<file path="src/rtl/strm_pkg.sv">
package strm_pkg;

	// fixed field widths
	localparam int POS_W = 11;
	localparam int VAL_W = 32;

	localparam int MAX_LEAVES_DEF = 1024;

	localparam logic [POS_W-1:0] LEAF_COUNT_RST = 11'd1024;

	localparam logic OP_WRITE = 1'b0;
	localparam logic OP_QUERY = 1'b1;

	localparam logic signed [VAL_W-1:0] EMPTY_SENTINEL = 32'sh3f3f3f3f;
	localparam logic signed [VAL_W-1:0] ACC_INIT       = 32'sh7fffffff;

	typedef struct packed {
		logic rd;
		logic wr;
	} ram_cmd_t;

	typedef struct packed {
		logic push;
		logic pop;
	} stk_cmd_t;

endpackage

</file>
<file path="src/rtl/strm_stack.sv">
module strm_stack #(
	parameter int EW    = 34,
	parameter int STK_D = 12
) (
	input  logic                 clk,
	input  logic                 arst_n,
	input  strm_pkg::stk_cmd_t   cmd,
	input  logic [EW-1:0]        push_node,
	output logic [EW-1:0]        top_node,
	output logic                 empty
);
	import strm_pkg::*;

	localparam int IW   = (STK_D > 1) ? $clog2(STK_D) : 1;
	localparam int PTRW = $clog2(STK_D + 1);

	logic [EW-1:0]   ent_q [STK_D];
	logic [PTRW-1:0] ptr_q;
	logic [PTRW-1:0] top_ptr;

	assign top_ptr  = ptr_q - PTRW'(1);
	assign top_node = ent_q[top_ptr[IW-1:0]];
	assign empty    = (ptr_q == '0);

	always_ff @(posedge clk or negedge arst_n) begin
		if (!arst_n) begin
			ptr_q <= '0;
		end else if (cmd.push) begin
			ptr_q <= ptr_q + PTRW'(1);
		end else if (cmd.pop) begin
			ptr_q <= top_ptr;
		end
	end

	always_ff @(posedge clk) begin
		if (cmd.push) begin
			ent_q[ptr_q[IW-1:0]] <= push_node;
		end
	end

endmodule

</file>
<file path="config.mk">
export PLATFORM = sky130hd
export DESIGN_NAME = strm_stack
export DESIGN_NICKNAME = d
export VERILOG_FILES = /design/src/rtl/strm_pkg.sv /design/src/rtl/strm_stack.sv
export SDC_FILE = /design/constraint.sdc
export NUM_CORES = 1
export LEC_CHECK = 0
export BUFFER_PORTS_ARGS = -buffer_cell sky130_fd_sc_hd__buf_4
export CORE_AREA = 2 2 184 186
export DETAILED_ROUTE_END_ITERATION = 12
export DIE_AREA = 0 0 186 188
export PLACE_DENSITY_LB_ADDON = 0.3
export SLEW_MARGIN = 20
export SYNTH_ARGS = -nofsm -noshare
export SYNTH_HDL_FRONTEND = slang
export SYNTH_SLANG_ARGS = --single-unit
</file>
<file path="constraint.sdc">
create_clock -name clk -period 5.3 [get_ports clk]
set_input_delay 1.06 -clock clk [delete_from_list [all_inputs] [get_ports clk]]
set_output_delay 1.06 -clock clk [all_outputs]
set_load 0.02 [all_outputs]
</file>
==> impl_results.md, run 1 <==
* Fill cells at 2516
* Count of unresolved DRC violations after routing at 0
* Number of buffers added on ports at 72
* Number of max-cap violations at 0
* Sum of net half-perimeters after detailed placement at 17.8 mm
* Boundary pin count at 73
* Crit Path Max Fanout at 42
* TritonCTS Buffers at 42
* Fmax at 227 MHz
* Pleak at 6.00 nW
* Final antenna-violating net count at 0
* Worst slew pin tran at 1.12 ns
* Depth of the worst register-to-register path at 5
* Count of clock tree sinks at 412
* Result of the run: complete, no violations
* Worst R2R End: ent_q[1][16]$_DFFE_PP_
* Routability-driven placement congestion ratio at 0.712
* Average cell area after synthesis at 19.8 um2
* Number of synthesis warnings at 0
* Unrepaired setup endpoints after global routing: false
* Wire length of the first global-routing pass at 49.1 mm
* Highest-count cells in the layout ignoring fill and taps: sky130_fd_sc_hd__edfxtp_1, sky130_fd_sc_hd__mux2_2, sky130_fd_sc_hd__buf_4
* Max Transition Viols Final at 0
* Number of global-route vias before repair at 8076
* Number of buffers added to fix hold violations after cts at 0
* Number of diodes added for antenna fixing at 0
* Total congestion overflow after global routing at 0
* Initial core utilization at 48.5%
* Area grow syn2layout at 15.4%
* Wire per inst at 23.3 um
* Vias after detailed routing at 7827
* Hold Violations, Final at 0
* Crit path buf inv count at 3
* Slack of the worst reg-to-reg path at 2.29 ns
* First drt pass iteration count at 5
* TritonCTS clock tree: done
* Time the worst path needs with I/O delays and setup at 4.40 ns
* Required @ worst endpoint at 4.24 ns
* Kind of cell adding the most delay to the critical path: buffers and inverters
* Largest net degree at the start of global routing at 47
* Htree depth at 2
* Sum Neg Setup Slack at 0 ns
* Number of distinct library cells after synthesis at 28
* Die area at 35000 um2
* Final worst-path cycle share at 82.9%
* Final worst hold slack at 0.311 ns
* Nature of the critical path endpoint: output pin
* Headroom to the max-slew limit at 25.5%
* Setup violation total in the final timing report at 0
* Detailed Route WL at 32.3 mm
* Final-stage net count at 950
* Critical path, cell by cell: buf_4 -> nand2_2 -> buf_4 -> o22ai_1 -> o31ai_1 -> buf_4
* Fin Clk Skew at 0.0181 ns
* Post-DR vias/cell at 5.65
* Most frequent standard cell in the layout excluding fill and tap cells: sky130_fd_sc_hd__edfxtp_1
* Multi-input combinational cell area at 3500 um2
* Category of the worst setup path launch point: flop
* Count of buffers added by post-CTS timing repair for setup at 0
* Fraction of final layout cells sized beyond drive strength 1 at 37.1%
* Worst-Skew Late Latency at 0.54 ns
* Worst Path Class, Setup: reg -> out
* Cell type with the highest occurrence count on the critical path: sky130_fd_sc_hd__buf_4
* Launch point of the worst reg-to-reg path: ptr_q[0]$_DFFE_PN0P_
* Critical Path AT at 3.34 ns
* Placeable core region at 33100 um2
* Power Density at 654 nW/um2
* Clock Tree Buf Depth at 3
* Flip-flop and latch count after synthesis at 412
* Sequential cell area fraction in the yosys report at 77.0%
* Worst ir drop on vdd at 0.000476 V
* Post-Synthesis Cells at 811
* Post-CTS clock slew at the launch and capture registers of the worst setup and hold paths at 0.06 ns
* Netlist Area Pre-Place at 16000 um2
* Maximum single-stage delay on the critical path at 0.79 ns
* Area taken by flip-flops and latches at 12400 um2
* Number of rows in the core area at 67
* Total global routing track utilization at 19.0%
* Kind of path behind the tightest hold check: in -> async
* Crit path max-delay cell type: sky130_fd_sc_hd__nand2_2
* PostCTS Resize Cnt at 0
* Vert. Die Dim at 188 um
* Number of DRC markers in iteration 0 at 572
* Initial antenna violation count at 0
* Net count after synthesis at 853
* CTS root buf: sky130_fd_sc_hd__clkbuf_16
* Die Wd at 186 um
-- routing by layer --
layer	vias up	GRT usage [%]	share of wire, %
li1	3504	-	-
met2	212	30.3	48
met5	-	0	0
met4	0	5.57	2.1
met1	4056	27.1	44
met3	55	3.11	5.1
-- flip-flops by register name, summed over array words and instances (netlist names) --
signal and cells:
ent_q 408, ptr_q 4
-- Yosys cell counts --
cell type	count	area [um2]
sky130_fd_sc_hd__inv_1	3	11.3
sky130_fd_sc_hd__clkbuf_1	5	18.8
sky130_fd_sc_hd__buf_4	14	105
sky130_fd_sc_hd__nor2b_1	1	6.26
sky130_fd_sc_hd__buf_2	25	125
sky130_fd_sc_hd__nor3_1	4	20.0
sky130_fd_sc_hd__nor2_1	8	30.0
sky130_fd_sc_hd__edfxtp_1	408	12300
sky130_fd_sc_hd__ha_1	4	50.1
sky130_fd_sc_hd__o31ai_1	34	255
sky130_fd_sc_hd__buf_6	3	33.8
sky130_fd_sc_hd__o21ai_0	1	5.00
sky130_fd_sc_hd__and3_1	2	12.5
sky130_fd_sc_hd__a221o_1	1	10.0
sky130_fd_sc_hd__nor3_4	1	16.3
sky130_fd_sc_hd__o22ai_1	68	425
sky130_fd_sc_hd__mux2_2	136	1530
sky130_fd_sc_hd__o41ai_1	1	8.76
sky130_fd_sc_hd__mux4_2	34	766
sky130_fd_sc_hd__nand2_1	40	150
sky130_fd_sc_hd__xnor2_1	2	17.5
sky130_fd_sc_hd__nand2b_1	3	18.8
sky130_fd_sc_hd__xor2_1	3	26.3
sky130_fd_sc_hd__dfrtp_1	4	100
sky130_fd_sc_hd__nand4_1	1	6.26
sky130_fd_sc_hd__xor2_2	1	16.3
sky130_fd_sc_hd__nand2_2	3	18.8
sky130_fd_sc_hd__nor3b_1	1	7.51
-- per-stage QoR --
stage	instance area (um2)	std cells	util [%]	setup WS (ns)	total power, mW
after floorplan	16000	811	-	0.756	7.70
after global placement	17200	1312	51.9	1.49	9.40
after detailed placement	17200	1312	51.9	1.43	9.42
after CTS	18500	1386	55.9	0.837	12.2
after global routing	18500	1386	55.9	0.680	12.7
final	18500	1386	55.9	0.904	12.1
-- where the power goes --
part	switching, mW	internal [mW]
clock	1.17	1.64
sequential	0.104	3.92
combinational	2.99	2.29
total	4.26	7.85
-- kinds of logic after synthesis --
kind of cell               count (synthesis)  synth area share (%)
adders and majority gates                  4                 0.312
buffers and inverters                     50                  1.83
AOI/OAI and AO/OA                        105                  4.39
xor gates and xnor gates                   6                 0.374
muxes                                    170                  14.3
and+or+nand+nor                           64                  1.79
DFF                                      412                  77.0
-- cell type report --
cell class	instances	share of cell area (%)
Sequential cell	412	66.7
Multi-Input combinational cell	349	18.9
Clock buffer	55	6.06
Timing Repair Buffer	100	4.19
Tap cell	448	3.03
Clock inverter	19	1.04
Inverter	3	0.0608
-- worst max-delay path by stage --
| stage | end | depth (start not counted) | from |
|---|---|---|---|
| after floorplan | ent_q[0][0]$_DFFE_PP_ | 3 | cmd[1] |
| after global placement | top_node[16] | 6 | ptr_q[0]$_DFFE_PN0P_ |
| after detailed placement | top_node[26] | 6 | ptr_q[0]$_DFFE_PN0P_ |
| after CTS | top_node[26] | 6 | ptr_q[0]$_DFFE_PN0P_ |
| after global routing | top_node[26] | 6 | ptr_q[0]$_DFFE_PN0P_ |
| final | top_node[26] | 6 | ptr_q[0]$_DFFE_PN0P_ |
-- worst reg2reg max path: cells and delay by family, from the launching register on --
family | cells | cell delay, ns
AND/OR/NAND/NOR | 2 | 0.86
adder cells (fa/ha/maj) | 1 | 0.33
flip-flops | 1 | 0.40
buffers and inverters | 2 | 1.08
No activity file was read; power rests on OpenSTA's default activity.
==> inputs of run 2 (changes only) <==
- ABC_AREA: unset -> 1
- CORE_AREA: 2 2 184 186 -> 2 2 192 194
- DIE_AREA: 0 0 186 188 -> 0 0 194 196
- clock period: 5.3 -> 4.4 ns (I/O delays scaled with it)
==> run 2 against run 1 <==
Effect of this change: cell count rose by 54%; register-to-register slack lost 1.4 ns; clock-buffer cell count up 2; non-clock buffer count is 3 lower; area after synthesis rose by 8.3%; first-iteration DRC count increased by 92%; critical path type unchanged; critical endpoint is now top_node[28]; highest routed layer unchanged.
==> impl_results.md, run 2 <==
* PostCTS Resize Cnt at 0
* Vias after detailed routing at 11200
* Number of buffers added on ports at 72
* TritonCTS Buffers at 43
* Most used routing layer in global routing: met2
* Max Transition Viols Final at 0
* List of most frequent post-synthesis cells: sky130_fd_sc_hd__nand2_1, sky130_fd_sc_hd__edfxtp_1, sky130_fd_sc_hd__inv_1, sky130_fd_sc_hd__nand3_1, sky130_fd_sc_hd__nor2_1
* Worst-Skew Late Latency at 0.54 ns
* Post-synth EDFFs at 408
* CTS root buf: sky130_fd_sc_hd__clkbuf_16
* Net count after synthesis at 1608
* Fraction of final layout cells sized beyond drive strength 1 at 12.1%
* Count of buffers added by post-CTS timing repair for setup at 0
* Unrepaired setup endpoints after global routing: false
* Critical Path AT at 3.18 ns
* Power Density at 770 nW/um2
* Die Wd at 194 um
* Crit path max-delay cell type: sky130_fd_sc_hd__dfrtp_4
* Worst Path Class, Setup: reg -> out
* Sum Neg Setup Slack at 0 ns
* Post-DR vias/cell at 5.24
* Number of synthesis warnings at 0
* Result of the run: complete, no violations
* Number of rows in the core area at 70
* Post-Synthesis Cells at 1566
* Flip-flop count of the largest register after layout at 408
* Required @ worst endpoint at 3.52 ns
* Number of max-cap violations at 0
* Number of global-route vias before repair at 10900
* Final-stage net count at 1670
* Fmax at 246 MHz
* Critical path, cell by cell: inv_6 -> ha_2 -> inv_4 -> buf_12 -> o21ai_0 -> o21ai_0 -> nand2_1 -> nand2_1 -> buf_4
* Number of distinct library cells after synthesis at 22
* Area grow syn2layout at 14.3%
* Routability-driven placement congestion ratio at 0.786
* Time the worst path needs with I/O delays and setup at 4.06 ns
* Fin Clk Skew at 0.0144 ns
* Kind of path behind the tightest hold check: in -> async
* Boundary pin count at 73
* Total congestion overflow after global routing at 0
* Highest-count cells in the layout ignoring fill and taps: sky130_fd_sc_hd__nand2_1, sky130_fd_sc_hd__edfxtp_1, sky130_fd_sc_hd__inv_1
* Average cell area after synthesis at 11.1 um2
* Count leader, synth: sky130_fd_sc_hd__nand2_1
* Total global routing track utilization at 20.7%
* Placeable core region at 36100 um2
* Worst ir drop on vdd at 0.000542 V
* Most frequent standard cell in the layout excluding fill and tap cells: sky130_fd_sc_hd__nand2_1
* Flip-flop and latch count after synthesis at 412
* Nature of the critical path endpoint: output pin
* Sequential cell area fraction in the yosys report at 71.1%
* Hold Violations, Final at 0
* Pleak at 7.95 nW
* Count of clock tree sinks at 412
* Setup violation total in the final timing report at 0
* Htree depth at 2
* Portion of synthesized cell area occupied by the leading cell type at 70.5%
* First drt pass iteration count at 6
* Number of buffers added to fix hold violations after cts at 0
* Wire per inst at 18.4 um
* Top area cells in the synthesized netlist: sky130_fd_sc_hd__edfxtp_1, sky130_fd_sc_hd__nand2_1, sky130_fd_sc_hd__nand3_1
* Wire length of the first global-routing pass at 61.1 mm
* Fraction of registers with async set or reset after synthesis at 0.971%
* Category of the worst setup path launch point: flop
* Crit Path Max Fanout at 55
* Clock Tree Buf Depth at 3
* Headroom to the max-slew limit at 32.9%
* Largest net degree at the start of global routing at 208
* Global routing met2 resource utilization at 34.3%
* Number of DRC markers in iteration 0 at 1096
* Global-route met1 utilization at 28.4%
* Final worst-path cycle share at 92.3%
* Maximum single-stage delay on the critical path at 0.51 ns
* Area taken by flip-flops and latches at 12400 um2
* Post-synth top area cell: sky130_fd_sc_hd__edfxtp_1
* Count of unresolved DRC violations after routing at 0
* Met3 Use GR at 3.08%
* Sum of net half-perimeters after detailed placement at 20.6 mm
* Initial core utilization at 48.2%
* Detailed Route WL at 39.1 mm
* Dominant synthesized flop cell: sky130_fd_sc_hd__edfxtp_1
* Fraction of the core area covered by cells at the end of the flow at 55.0%
* Post-CTS clock slew at the launch and capture registers of the worst setup and hold paths at 0.06 ns
* Fill cells at 3013
* Netlist Area Pre-Place at 17400 um2
* Worst slew pin tran at 1.01 ns
* Vert. Die Dim at 196 um
* Multi-input combinational cell area at 3970 um2
* Initial antenna violation count at 1
* TritonCTS clock tree: done
* Final antenna-violating net count at 0
* Die area at 38000 um2
## run 2: changes by cell type after synthesis, moves of 37 or more
cell / change
sky130_fd_sc_hd__nand2_1: +382
sky130_fd_sc_hd__nand3_1: +177
sky130_fd_sc_hd__clkbuf_1: +37
sky130_fd_sc_hd__inv_1: +206
sky130_fd_sc_hd__nor2_1: +110
sky130_fd_sc_hd__o22ai_1: -68
sky130_fd_sc_hd__o21ai_0: +96
sky130_fd_sc_hd__mux2_2: -136
## run 2: cells by family after synthesis
family                   after synthesis  share of synthesized area, %
flip-flops                           412                          71.1
XOR/XNOR                               5                         0.338
buffers and inverters                293                          6.71
adder cells (fa/ha/maj)                4                         0.288
AO/OA/AOI/OAI                        103                          2.99
AND/OR/NAND/NOR                      749                          18.6
## run 2: worst paths after layout
path | from | depth (start not counted) | slack [ns] | to
max | ptr_q[0]$_DFFE_PN0P_ | 9 | 0.34 | top_node[28]
min | arst_n | 1 | 0.14 | ptr_q[0]$_DFFE_PN0P_
max reg2reg | ptr_q[0]$_DFFE_PN0P_ | 6 | 0.92 | ent_q[10][18]$_DFFE_PP_
min reg2reg | ptr_q[3]$_DFFE_PN0P_ | 2 | 0.62 | ptr_q[3]$_DFFE_PN0P_
max in group asynchronous | arst_n | 1 | 4.12 | ptr_q[0]$_DFFE_PN0P_
min in group clk | push_node[6] | 1 | 0.60 | ent_q[9][6]$_DFFE_PP_
## run 2: through the flow
stage	hold slack [ns]	power, mW	setup WS, ns	instance area, um2	std cells
6_report	0.140	15.3	0.339	19900	2128
5_1_grt	0.123	16.2	0.122	19900	2128
3_3_place_gp	0.566	11.8	0.907	18500	2051
2_1_floorplan	0.529	9.48	1.05	17400	1566
3_5_place_dp	0.596	11.9	0.842	18500	2051
4_1_cts	0.117	15.4	0.317	19900	2127
## run 2: report_power, final
group | switching (mW) | internal [mW]
Combinational | 4.75 | 2.23
Clock | 1.43 | 2.04
Sequential | 0.104 | 4.74
Total | 6.29 | 9.01
## run 2: metal layers
metal  vias up  routed length, um  share of wire, %
met5         -                  0                 0
met4         0                964               2.5
met3        74               2400               6.2
met2       348              18800                48
met1      5413              16900                43
li1       5316                  -                 -
## run 2: final cells by class
| class | instances | area share (%) |
|---|---|---|
| multi-input combinational | 861 | 20.0 |
| antenna | 1 | 0.0126 |
| timing repair buffer | 97 | 4.04 |
| sequential | 412 | 62.2 |
| clock inverter | 19 | 0.819 |
| inverter | 213 | 4.06 |
| tap | 468 | 2.95 |
| clock buffer | 57 | 5.90 |
## run 2: critical path, delay by kind of cell (launching register included)
| kind | cells | cell delay, ns |
|---|---|---|
| AOI/OAI and AO/OA | 2 | 0.33 |
| buffers and inverters | 4 | 1.13 |
| and+or+nand+nor | 2 | 0.21 |
| DFF | 1 | 0.51 |
| adders and majority gates | 1 | 0.37 |
