`src/rtl/strm_pkg.sv`:
```
package strm_pkg;

	// fixed field widths
	localparam int POS_W = 11;
	localparam int VAL_W = 32;

	localparam int MAX_LEAVES_DEF = 1024;

	localparam logic [POS_W-1:0] LEAF_COUNT_RST = 11'd1024;

	localparam logic OP_WRITE = 1'b0;
	localparam logic OP_QUERY = 1'b1;

	localparam logic signed [VAL_W-1:0] EMPTY_SENTINEL = 32'sh3f3f3f3f;
	localparam logic signed [VAL_W-1:0] ACC_INIT       = 32'sh7fffffff;

	typedef struct packed {
		logic rd;
		logic wr;
	} ram_cmd_t;

	typedef struct packed {
		logic push;
		logic pop;
	} stk_cmd_t;

endpackage

```
`src/rtl/strm_ctrl.sv`:
```
module strm_ctrl #(
	parameter int AW         = 12,
	parameter int NODE_DEPTH = 4096
) (
	input  logic                              clk,
	input  logic                              arst_n,
	input  logic                              start,
	input  logic                              opcode,
	input  logic [strm_pkg::POS_W-1:0]        position_or_low,
	input  logic [strm_pkg::POS_W-1:0]        range_high,
	input  logic signed [strm_pkg::VAL_W-1:0] new_value,
	input  logic [strm_pkg::POS_W-1:0]        eff_n,
	output logic                              busy,
	output logic                              done,
	output logic signed [strm_pkg::VAL_W-1:0] min_value,
	// node memory
	output strm_pkg::ram_cmd_t                ram_cmd,
	output logic [AW-1:0]                     ram_rd_addr,
	output logic [AW-1:0]                     ram_wr_addr,
	output logic signed [strm_pkg::VAL_W-1:0] ram_wr_data,
	input  logic signed [strm_pkg::VAL_W-1:0] ram_rd_data,
	// pending right children
	output strm_pkg::stk_cmd_t                stk_cmd,
	output logic [AW+2*strm_pkg::POS_W-1:0]   stk_push_node,
	input  logic [AW+2*strm_pkg::POS_W-1:0]   stk_top_node,
	input  logic                              stk_empty
);
	import strm_pkg::*;

	localparam int NODE_DEPTH_M1 = NODE_DEPTH - 1;

	localparam logic [2:0] ST_CLR  = 3'd0;
	localparam logic [2:0] ST_IDLE = 3'd1;
	localparam logic [2:0] ST_WDN  = 3'd2;
	localparam logic [2:0] ST_WUP  = 3'd3;
	localparam logic [2:0] ST_QVIS = 3'd4;
	localparam logic [2:0] ST_QFIN = 3'd5;

	localparam logic [AW-1:0] ROOT = AW'(1);

	logic [2:0]              state_q;
	logic [AW-1:0]           k_q;
	logic [POS_W-1:0]        l_q, r_q, lo_q, hi_q;
	logic signed [VAL_W-1:0] val_q, acc_q;
	logic                    rd_pend_q;
	logic                    done_q;
	logic signed [VAL_W-1:0] min_value_q;

	logic [POS_W-1:0]        mid, a_lo, b_hi;
	logic [AW-1:0]           k_left, k_right, k_par;
	logic                    covered, go_l, go_r, accept, wr_ok;
	logic signed [VAL_W-1:0] up_min, acc_min;

	assign mid     = l_q + ((r_q - l_q) >> 1);
	assign covered = (lo_q <= l_q) && (r_q <= hi_q);
	assign go_l    = (lo_q <= mid);
	assign go_r    = (hi_q > mid);
	assign k_left  = {k_q[AW-2:0], 1'b0};
	assign k_right = {k_q[AW-2:0], 1'b1};
	assign k_par   = k_q >> 1;
	assign up_min  = (val_q < ram_rd_data) ? val_q : ram_rd_data;
	assign acc_min = (acc_q < ram_rd_data) ? acc_q : ram_rd_data;

	assign accept = start && !busy;
	assign a_lo   = (position_or_low == '0) ? POS_W'(1) : position_or_low;
	assign b_hi   = (range_high > eff_n) ? eff_n : range_high;
	assign wr_ok  = (position_or_low != '0) && (position_or_low <= eff_n);

	assign busy      = (state_q != ST_IDLE);
	assign done      = done_q;
	assign min_value = min_value_q;

	assign stk_push_node = {k_right, mid + POS_W'(1), r_q};

	// memory and stack requests
	always_comb begin
		ram_cmd     = '0;
		ram_rd_addr = '0;
		ram_wr_addr = k_q;
		ram_wr_data = val_q;
		stk_cmd     = '0;
		unique case (state_q)
			ST_CLR: begin
				ram_cmd.wr  = 1'b1;
				ram_wr_data = '0;
			end
			ST_WDN: begin
				if (l_q == r_q) begin
					ram_cmd.wr  = 1'b1;
					ram_cmd.rd  = (k_q != ROOT);
					ram_rd_addr = k_q ^ AW'(1);
				end
			end
			ST_WUP: begin
				ram_cmd.wr  = 1'b1;
				ram_wr_addr = k_par;
				ram_wr_data = up_min;
				ram_cmd.rd  = (k_par != ROOT);
				ram_rd_addr = k_par ^ AW'(1);
			end
			ST_QVIS: begin
				if (covered) begin
					ram_cmd.rd  = 1'b1;
					ram_rd_addr = k_q;
					stk_cmd.pop = !stk_empty;
				end else begin
					stk_cmd.push = go_l && go_r;
				end
			end
			default: begin
			end
		endcase
	end

	always_ff @(posedge clk or negedge arst_n) begin
		if (!arst_n) begin
			state_q   <= ST_CLR;
			k_q       <= '0;
			rd_pend_q <= 1'b0;
			done_q    <= 1'b0;
		end else begin
			done_q    <= 1'b0;
			rd_pend_q <= (state_q == ST_QVIS) && covered;
			unique case (state_q)
				ST_CLR: begin
					k_q <= k_q + AW'(1);
					if (k_q == AW'(NODE_DEPTH_M1)) begin
						state_q <= ST_IDLE;
					end
				end
				ST_IDLE: begin
					if (accept) begin
						k_q <= ROOT;
						if (opcode == OP_WRITE) begin
							if (wr_ok) begin
								state_q <= ST_WDN;
							end
						end else if (a_lo > b_hi) begin
							done_q <= 1'b1;
						end else begin
							state_q <= ST_QVIS;
						end
					end
				end
				ST_WDN: begin
					if (l_q == r_q) begin
						state_q <= (k_q == ROOT) ? ST_IDLE : ST_WUP;
					end else if (lo_q <= mid) begin
						k_q <= k_left;
					end else begin
						k_q <= k_right;
					end
				end
				ST_WUP: begin
					k_q <= k_par;
					if (k_par == ROOT) begin
						state_q <= ST_IDLE;
					end
				end
				ST_QVIS: begin
					if (covered) begin
						if (stk_empty) begin
							state_q <= ST_QFIN;
						end else begin
							k_q <= stk_top_node[AW+2*POS_W-1:2*POS_W];
						end
					end else if (go_l) begin
						k_q <= k_left;
					end else begin
						k_q <= k_right;
					end
				end
				ST_QFIN: begin
					done_q  <= 1'b1;
					state_q <= ST_IDLE;
				end
				default: begin
					state_q <= ST_IDLE;
				end
			endcase
		end
	end

	// datapath registers, no reset
	always_ff @(posedge clk) begin
		if (rd_pend_q) begin
			acc_q <= acc_min;
		end
		unique case (state_q)
			ST_IDLE: begin
				if (accept) begin
					l_q   <= POS_W'(1);
					r_q   <= eff_n;
					lo_q  <= (opcode == OP_WRITE) ? position_or_low : a_lo;
					hi_q  <= b_hi;
					val_q <= new_value;
					acc_q <= ACC_INIT;
					if (opcode == OP_QUERY) begin
						min_value_q <= EMPTY_SENTINEL;
					end
				end
			end
			ST_WDN: begin
				if (l_q != r_q) begin
					if (lo_q <= mid) begin
						r_q <= mid;
					end else begin
						l_q <= mid + POS_W'(1);
					end
				end
			end
			ST_WUP: begin
				val_q <= up_min;
			end
			ST_QVIS: begin
				if (covered) begin
					if (!stk_empty) begin
						l_q <= stk_top_node[2*POS_W-1:POS_W];
						r_q <= stk_top_node[POS_W-1:0];
					end
				end else if (go_l) begin
					r_q <= mid;
				end else begin
					l_q <= mid + POS_W'(1);
				end
			end
			ST_QFIN: begin
				min_value_q <= acc_min;
			end
			default: begin
			end
		endcase
	end

endmodule

```
`config.mk`:
```
export PLATFORM = sky130hd
export DESIGN_NAME = strm_ctrl
export DESIGN_NICKNAME = d
export VERILOG_FILES = /design/src/rtl/strm_pkg.sv /design/src/rtl/strm_ctrl.sv
export SDC_FILE = /design/constraint.sdc
export NUM_CORES = 1
export LEC_CHECK = 0
export BUFFER_PORTS_ARGS = -buffer_cell sky130_fd_sc_hd__buf_4
export CAP_MARGIN = 20
export CELL_PAD_IN_SITES_DETAIL_PLACEMENT = 1
export CELL_PAD_IN_SITES_GLOBAL_PLACEMENT = 2
export CORE_AREA = 10 10 265 191
export DETAILED_ROUTE_END_ITERATION = 6
export DIE_AREA = 0 0 275 201
export GPL_TIMING_DRIVEN = 0
export PLACE_DENSITY_LB_ADDON = 0.1
export SYNTH_ARGS = -nofsm -noshare
export SYNTH_HDL_FRONTEND = slang
export SYNTH_SLANG_ARGS = --single-unit
```
`constraint.sdc`:
```
create_clock -name clk -period 13.3 [get_ports clk]
set_input_delay 1.995 -clock clk [delete_from_list [all_inputs] [get_ports clk]]
set_output_delay 1.995 -clock clk [all_outputs]
set_load 0.01 [all_outputs]
```
==> results of run 1 <==
## metal layers
layer | wire, um | vias to the layer above
li1 | - | 6044
met3 | 3433 | 34
met5 | 17 | -
met1 | 31940 | 6491
met2 | 24910 | 338
met4 | 709 | 2
## layout by cell type (no fill, tap or decap), drive strengths merged, types with 18 or more instances in the layout
| cell | netlist | layout |
|---|---|---|
| dfxtp | 32 | 32 |
| xnor2 | 18 | 18 |
| a211o | 28 | 28 |
| nand4 | 30 | 30 |
| ha | 159 | 159 |
| mux2i | 86 | 86 |
| o221a | 33 | 33 |
| a21oi | 65 | 65 |
| nand3 | 30 | 30 |
| inv | 94 | 98 |
| nand2b | 74 | 74 |
| a22oi | 19 | 19 |
| a21o | 26 | 26 |
| nand2 | 113 | 113 |
| and3 | 40 | 40 |
| buf | 31 | 300 |
| nor2 | 115 | 115 |
| edfxtp | 108 | 108 |
| o21ai | 56 | 56 |
| clkbuf | 73 | 93 |
## layout make-up
class | count | area [sq um]
Sequential cell | 157 | 4309
Clock inverter | 13 | 116.4
Antenna cell | 2 | 5.005
Tap cell | 612 | 765.7
Clock buffer | 19 | 432.9
Timing Repair Buffer | 270 | 2049
Inverter | 95 | 356.6
Multi-Input combinational cell | 1114 | 8351
Fill cell | 5379 | 28900
Buffer | 104 | 461.7
## cells by family (layout without fill, tap and decap cells)
| logic type | after synthesis | after routing | synth area share |
|---|---|---|---|
| compound gates | 359 | 359 | 0.2014 |
| other cells | 1 | 3 | 0.0002785 |
| simple gates | 466 | 466 | 0.1737 |
| flops | 157 | 157 | 0.3200 |
| mux | 100 | 100 | 0.07563 |
| buf+inv | 199 | 501 | 0.06067 |
| fa+ha+maj | 162 | 162 | 0.1514 |
| xor+xnor | 26 | 26 | 0.01691 |
## worst reg2reg max path, cell delays in order (launching register included)
cell and delay (ns):
edfxtp_1 0.44, inv_1 0.22, ha_1 0.30, nor2b_1 0.14, o21ai_0 0.34, a21boi_0 0.19, o21ai_0 0.26, a21boi_0 0.16
nor2_1 0.21, ha_1 0.33, a21o_1 0.24, a31oi_1 0.26, nand2_1 0.15, xor2_1 0.73, inv_1 0.20, ha_1 0.35
nand4_1 0.13, a21oi_1 0.18, o221ai_1 0.14, a22oi_1 0.52, o21ai_1 0.36, a211oi_2 0.77, a222oi_1 0.25, o21ai_1 0.12
## synthesized netlist by cell type, types with 5 or more instances
cell type and instances:
edfxtp_1 108, buf_4 13, inv_1 92, a2111oi_0 5, nand4_1 30, dfrtp_1 17
a221oi_1 6, ha_1 159, nand2b_1 74, mux2i_1 86, and2_1 5, a211oi_1 9
a211o_1 28, nor3_1 13, o31ai_1 9, o221a_2 33, a31oi_1 5, and4_1 6
a31o_2 5, and3_1 40, clkbuf_1 73, a22o_1 17, a221o_1 8, xor2_1 8
o211ai_1 8, o22ai_1 5, o22a_1 6, o21ai_0 54, nor2_1 114, nand2_1 112
nor4_1 10, a21oi_1 65, buf_2 17, xnor2_1 18, o21a_1 11, a22oi_1 19
nand3b_1 5, mux2_2 14, nor2b_1 14, nand3_1 30, dfxtp_1 32, a21o_1 26
## metrics by stage
step	hold slack (ns)	instances	setup WS (ns)	instance area, sq um	util
6_report	0.5175	2386	4.362	16850	0.3683
2_1_floorplan	0.4517	1470	6.541	13470	-
4_1_cts	0.5223	2383	4.291	16830	0.3680
3_5_place_dp	0.5078	2351	4.836	16290	0.3560
5_1_grt	0.5500	2386	3.937	16850	0.3683
3_3_place_gp	0.4716	2344	4.926	16200	0.3541
## worst max-delay path by stage
| stage | endpoint | start | cells after the start |
|---|---|---|---|
| finish | stk_cmd[1] | l_q[1]$_DFFE_PP_ | 23 |
| detailed placement | stk_cmd[1] | l_q[1]$_DFFE_PP_ | 26 |
| global placement | stk_cmd[1] | l_q[1]$_DFFE_PP_ | 23 |
| CTS | stk_cmd[1] | l_q[1]$_DFFE_PP_ | 26 |
| global route | stk_cmd[1] | l_q[1]$_DFFE_PP_ | 23 |
| floorplan | stk_cmd[1] | r_q[1]$_DFFE_PP_ | 24 |
## state kept, by name, summed over array words and instances (netlist names), 3 cells and up
register / cells
state_q: 3
lo_q: 11
l_q: 11
acc_q: 32
k_q: 12
min_value: 32
r_q: 11
hi_q: 11
val_q: 32
==> impl_metrics.csv, run 1 <==
group,metric,value,unit
outcome,status,"finished clean",
global_route,grt_max_degree,32,
clock_tree,post_cts_buffers,0,
placed_design,portBuffers,262,
global_route,grt_antenna_before_repair,7,
yosys,synth_seq_cells,157,
setup_path,required,11.31,ns
clock_tree,clk_latency,0.47,ns
yosys,synth-edff-count,108,
global_route,top_usage_layer,"met1",
setup_path,path_buf_inv,3,
global_route,grt.met2_usage,0.3019,
yosys,synth_top_area_share,0.2408,
setup_path,r2r_cells,23,
timing,final-max-slew-violation-count,0,
detailed_routing,drtIter0Drc,989,
yosys,yosys.area.top_type,"edfxtp_1",
detailed_routing,vias_per_cell,5.410,
die,dieWidth,275,um
yosys,ys_top_cells_by_area,"edfxtp_1, ha_1, mux2i_1",
min_path,hold_path_startpoint,"acc_q[31]$_DFF_P_",
timing,setup_viol,0,
setup_path,rr_startpoint,"l_q[1]$_DFFE_PP_",
setup_path,regToRegEndpoint,"r_q[0]$_DFFE_PP_",
run,cap_violations,0,
yosys,syn_area,13470,sq um
detailed_routing,wl,61010,um
die,start_util,0.2944,
clock_tree,clockRootBuffer,"clkbuf_16",
placed_design,dp_hpwl,49560,um
min_path,min_to,"acc_q[31]$_DFF_P_",
timing,worst_pin_slew,0.9410,ns
detailed_routing,drtPass1Iterations,5,
global_route,use_met3,0.03940,
clock_tree,numCtsBuffers,17,
timing,finClkSkew,0.01487,ns
global_route,grt_pass1_wl,90280,um
global_route,grt_pass1_vias,13260,
die,ioPinCount,264,
clock_tree,clkTransAtPathRegs,0.07,ns
die,dieArea,55280,sq um
detailed_routing,drc,0,
setup_path,path_class,"reg2out",
cells_and_area,area_growth,25.10,%
cells_and_area,drive_gt1_frac,0.2246,
yosys,syn_area_per_cell,9.161,sq um
die,die_h,201,um
setup_path,rrSetupSlack,6.15,ns
timing,final-hold-violation-count,0,
timing,finalCritPeriodShare,0.6720,
setup_path,crit_top_cell,"ha_1",
die,core_area,45750,sq um
setup_path,critPathLaunchType,"flop",
detailed_routing,post_drt_wl_per_cell,25.57,um
clock_tree,tritoncts,"done",
setup_path,critPathArrivalTime,6.94,ns
timing,relSlewSlack,0.3682,
setup_path,crit_chain,"inv_1 > ha_1 > nor2b_1 > o21ai_0 > a21boi_0 > o21ai_0 > a21boi_0 > nor2_1 > ha_1 > a21o_1 > a31oi_1 > nand2_1 > xor2_1 > inv_1 > ha_1 > nand4_1 > a21oi_1 > o221ai_1 > a22oi_1 > o21ai_1 > nand2_1 > o211ai_1 > buf_4",
global_route,overflow,0,
clock_tree,cts_sinks,157,
timing,tns,0,ns
timing,layout_min_cycle_time,8.938,ns
yosys,synth.distinct_cells,82,
placed_design,place.gp.congestion,0.9143,
yosys,yosysWarnings,0,
global_route,grt_usage,0.2172,
detailed_routing,postRouteAntennaNets,0,
clock_tree,h-tree-depth,4,
clock_tree,cts_resized,0,
yosys,syn_nets,1767,
die,num_rows,66,
detailed_routing,vias,12910,
setup_path,cp_max_fo,7,
clock_tree,holdBufCountCts,0,
yosys,synthArstFlopShare,0.1083,
timing,fmax,111.9,MHz
min_path,hp-class,"reg2reg",
setup_path,end_kind,"primary output",
yosys,seq_area_frac_synth,0.3200,
cells_and_area,nets,2056,
min_path,holdPathStages,2,
clock_tree,cts_buffer_depth,2,
setup_path,cpPeakStageDelay,0.73,ns
timing,rsz0062_at_grt,"no",
setup_path,critPathSlowestCell,"xor2_1",
setup_path,crit_family,"compound AO/OA/AOI/OAI gates",
yosys,yosys_most_used_dff,"edfxtp_1",
yosys,synth_cells,1470,
global_route,grt_util_met1,0.3373,
Power of run 1 is left out: the tool's default activity adds up to more than one toggle a clock period on the data nets, which glitch-free logic cannot reach.
==> run 2: changes to the inputs <==
clock period = 7.2 ns   (was 13.3 ns; I/O delays follow)
==> impl_metrics.csv, run 2 (synthesis gave the netlist of run 1 again) <==
group,metric,value,unit
setup_path,critPathLaunchType,"flop",
global_route,grt_antenna_before_repair,7,
die,start_util,0.2944,
die,ioPinCount,264,
clock_tree,cts_buffer_depth,2,
setup_path,path_buf_inv,5,
timing,final-max-slew-violation-count,0,
global_route,grt_usage,0.2185,
global_route,top_usage_layer,"met1",
cells_and_area,nets,2067,
timing,layout_setup_ws,0.2124,ns
timing,layout_min_cycle_time,6.988,ns
setup_path,rr_startpoint,"r_q[0]$_DFFE_PP_",
detailed_routing,vias_per_cell,5.410,
cells_and_area,fillers,5356,
detailed_routing,vias,12970,
cells_and_area,seq_area,4309,sq um
clock_tree,cts_sinks,157,
timing,finClkSkew,0.01504,ns
detailed_routing,post_drt_wl_per_cell,25.69,um
cells_and_area,multiInputGateArea,8503,sq um
placed_design,place.gp.congestion,0.9143,
global_route,use_met3,0.03940,
setup_path,path_class,"reg2out",
timing,finalCritPeriodShare,0.9705,
detailed_routing,drtIter0Drc,978,
detailed_routing,drtPass1Iterations,5,
detailed_routing,drc,0,
die,die_h,201,um
die,dieWidth,275,um
global_route,grt.met2_usage,0.3033,
setup_path,end_kind,"primary output",
detailed_routing,postRouteAntennaNets,0,
global_route,overflow,0,
global_route,grt_pass1_vias,13310,
outcome,status,"finished clean",
cells_and_area,final_common_cell,"buf_4",
global_route,grt_max_degree,32,
timing,worst_pin_slew,0.9350,ns
die,core_area,45750,sq um
die,dieArea,55280,sq um
setup_path,cpPeakStageDelay,0.44,ns
clock_tree,tritoncts,"done",
setup_path,critPathArrivalTime,5.91,ns
timing,setup_viol,0,
setup_path,crit_family,"compound AO/OA/AOI/OAI gates",
cells_and_area,area_growth,26.85,%
cells_and_area,drive_gt1_frac,0.2412,
clock_tree,clockRootBuffer,"clkbuf_16",
timing,fmax,143.1,MHz
global_route,grt_util_met1,0.3398,
global_route,grt_pass1_wl,90720,um
cells_and_area,layout_common_cells,"buf_4, ha_1, nor2_1",
min_path,hp-class,"in2async",
setup_path,r2r_cells,25,
placed_design,pre_cts_slack,-0.3494,ns
die,num_rows,66,
setup_path,rrSetupSlack,1.13,ns
clock_tree,clkTransAtPathRegs,0.07,ns
timing,relSlewSlack,0.3755,
placed_design,portBuffers,262,
clock_tree,h-tree-depth,4,
run,cap_violations,0,
detailed_routing,wl,61570,um
setup_path,critPathSlowestCell,"edfxtp_1",
setup_path,required,6.12,ns
clock_tree,numCtsBuffers,17,
clock_tree,clk_latency,0.47,ns
timing,final-hold-violation-count,0,
setup_path,cp_max_fo,6,
setup_path,regToRegEndpoint,"r_q[0]$_DFFE_PP_",
placed_design,dp_hpwl,49560,um
-- run 2: worst max-delay path by stage --
stage                          start  cells past startpoint         end
floorplan           r_q[1]$_DFFE_PP_                     24  stk_cmd[1]
global placement    l_q[1]$_DFFE_PP_                     23  stk_cmd[1]
detailed placement  l_q[1]$_DFFE_PP_                     26  stk_cmd[1]
CTS                 r_q[0]$_DFFE_PP_                     24  stk_cmd[1]
global route        r_q[0]$_DFFE_PP_                     25  stk_cmd[1]
finish              r_q[0]$_DFFE_PP_                     25  stk_cmd[1]
-- run 2: per-layer routing --
| layer | up-vias | part of all wire |
|---|---|---|
| li1 | 6062 | - |
| met1 | 6533 | 0.52 |
| met2 | 336 | 0.41 |
| met3 | 34 | 0.056 |
| met4 | 2 | 0.011 |
| met5 | - | 0.00028 |
-- run 2: stage by stage --
| step | util | hold slack (ns) | std cells | TNS, ns | cell area [sq um] |
|---|---|---|---|---|---|
| 2_1_floorplan | - | 0.4517 | 1470 | 0 | 13470 |
| 3_3_place_gp | 0.3541 | 0.4716 | 2344 | -0.2586 | 16200 |
| 3_5_place_dp | 0.3560 | 0.5078 | 2351 | -0.3494 | 16290 |
| 4_1_cts | 0.3701 | 0.4821 | 2387 | 0 | 16930 |
| 5_1_grt | 0.3734 | 0.4927 | 2397 | -0.05922 | 17080 |
| 6_report | 0.3734 | 0.4956 | 2397 | 0 | 17080 |
-- run 2: area by class of cell --
cell class              count  area share
diodes                      2   0.0002930
plain buffers             104     0.02703
clock buffers              19     0.02534
clock inverters            13    0.006812
inverters                  95     0.02087
multi-input cells        1114      0.4978
flip-flops and latches    157      0.2523
well taps                 612     0.04483
repair buffers            281      0.1248
-- run 2: timing repair --
item / 4_1_cts / 5_1_grt
gates resized for setup: 12 / 20
pin swaps: 2 / 6
buffers inserted: 4 / 8
hold buffers: 0 / 0
endpoints found under the setup margin: 1 / 1
Power of run 2 is left out for the same reason.
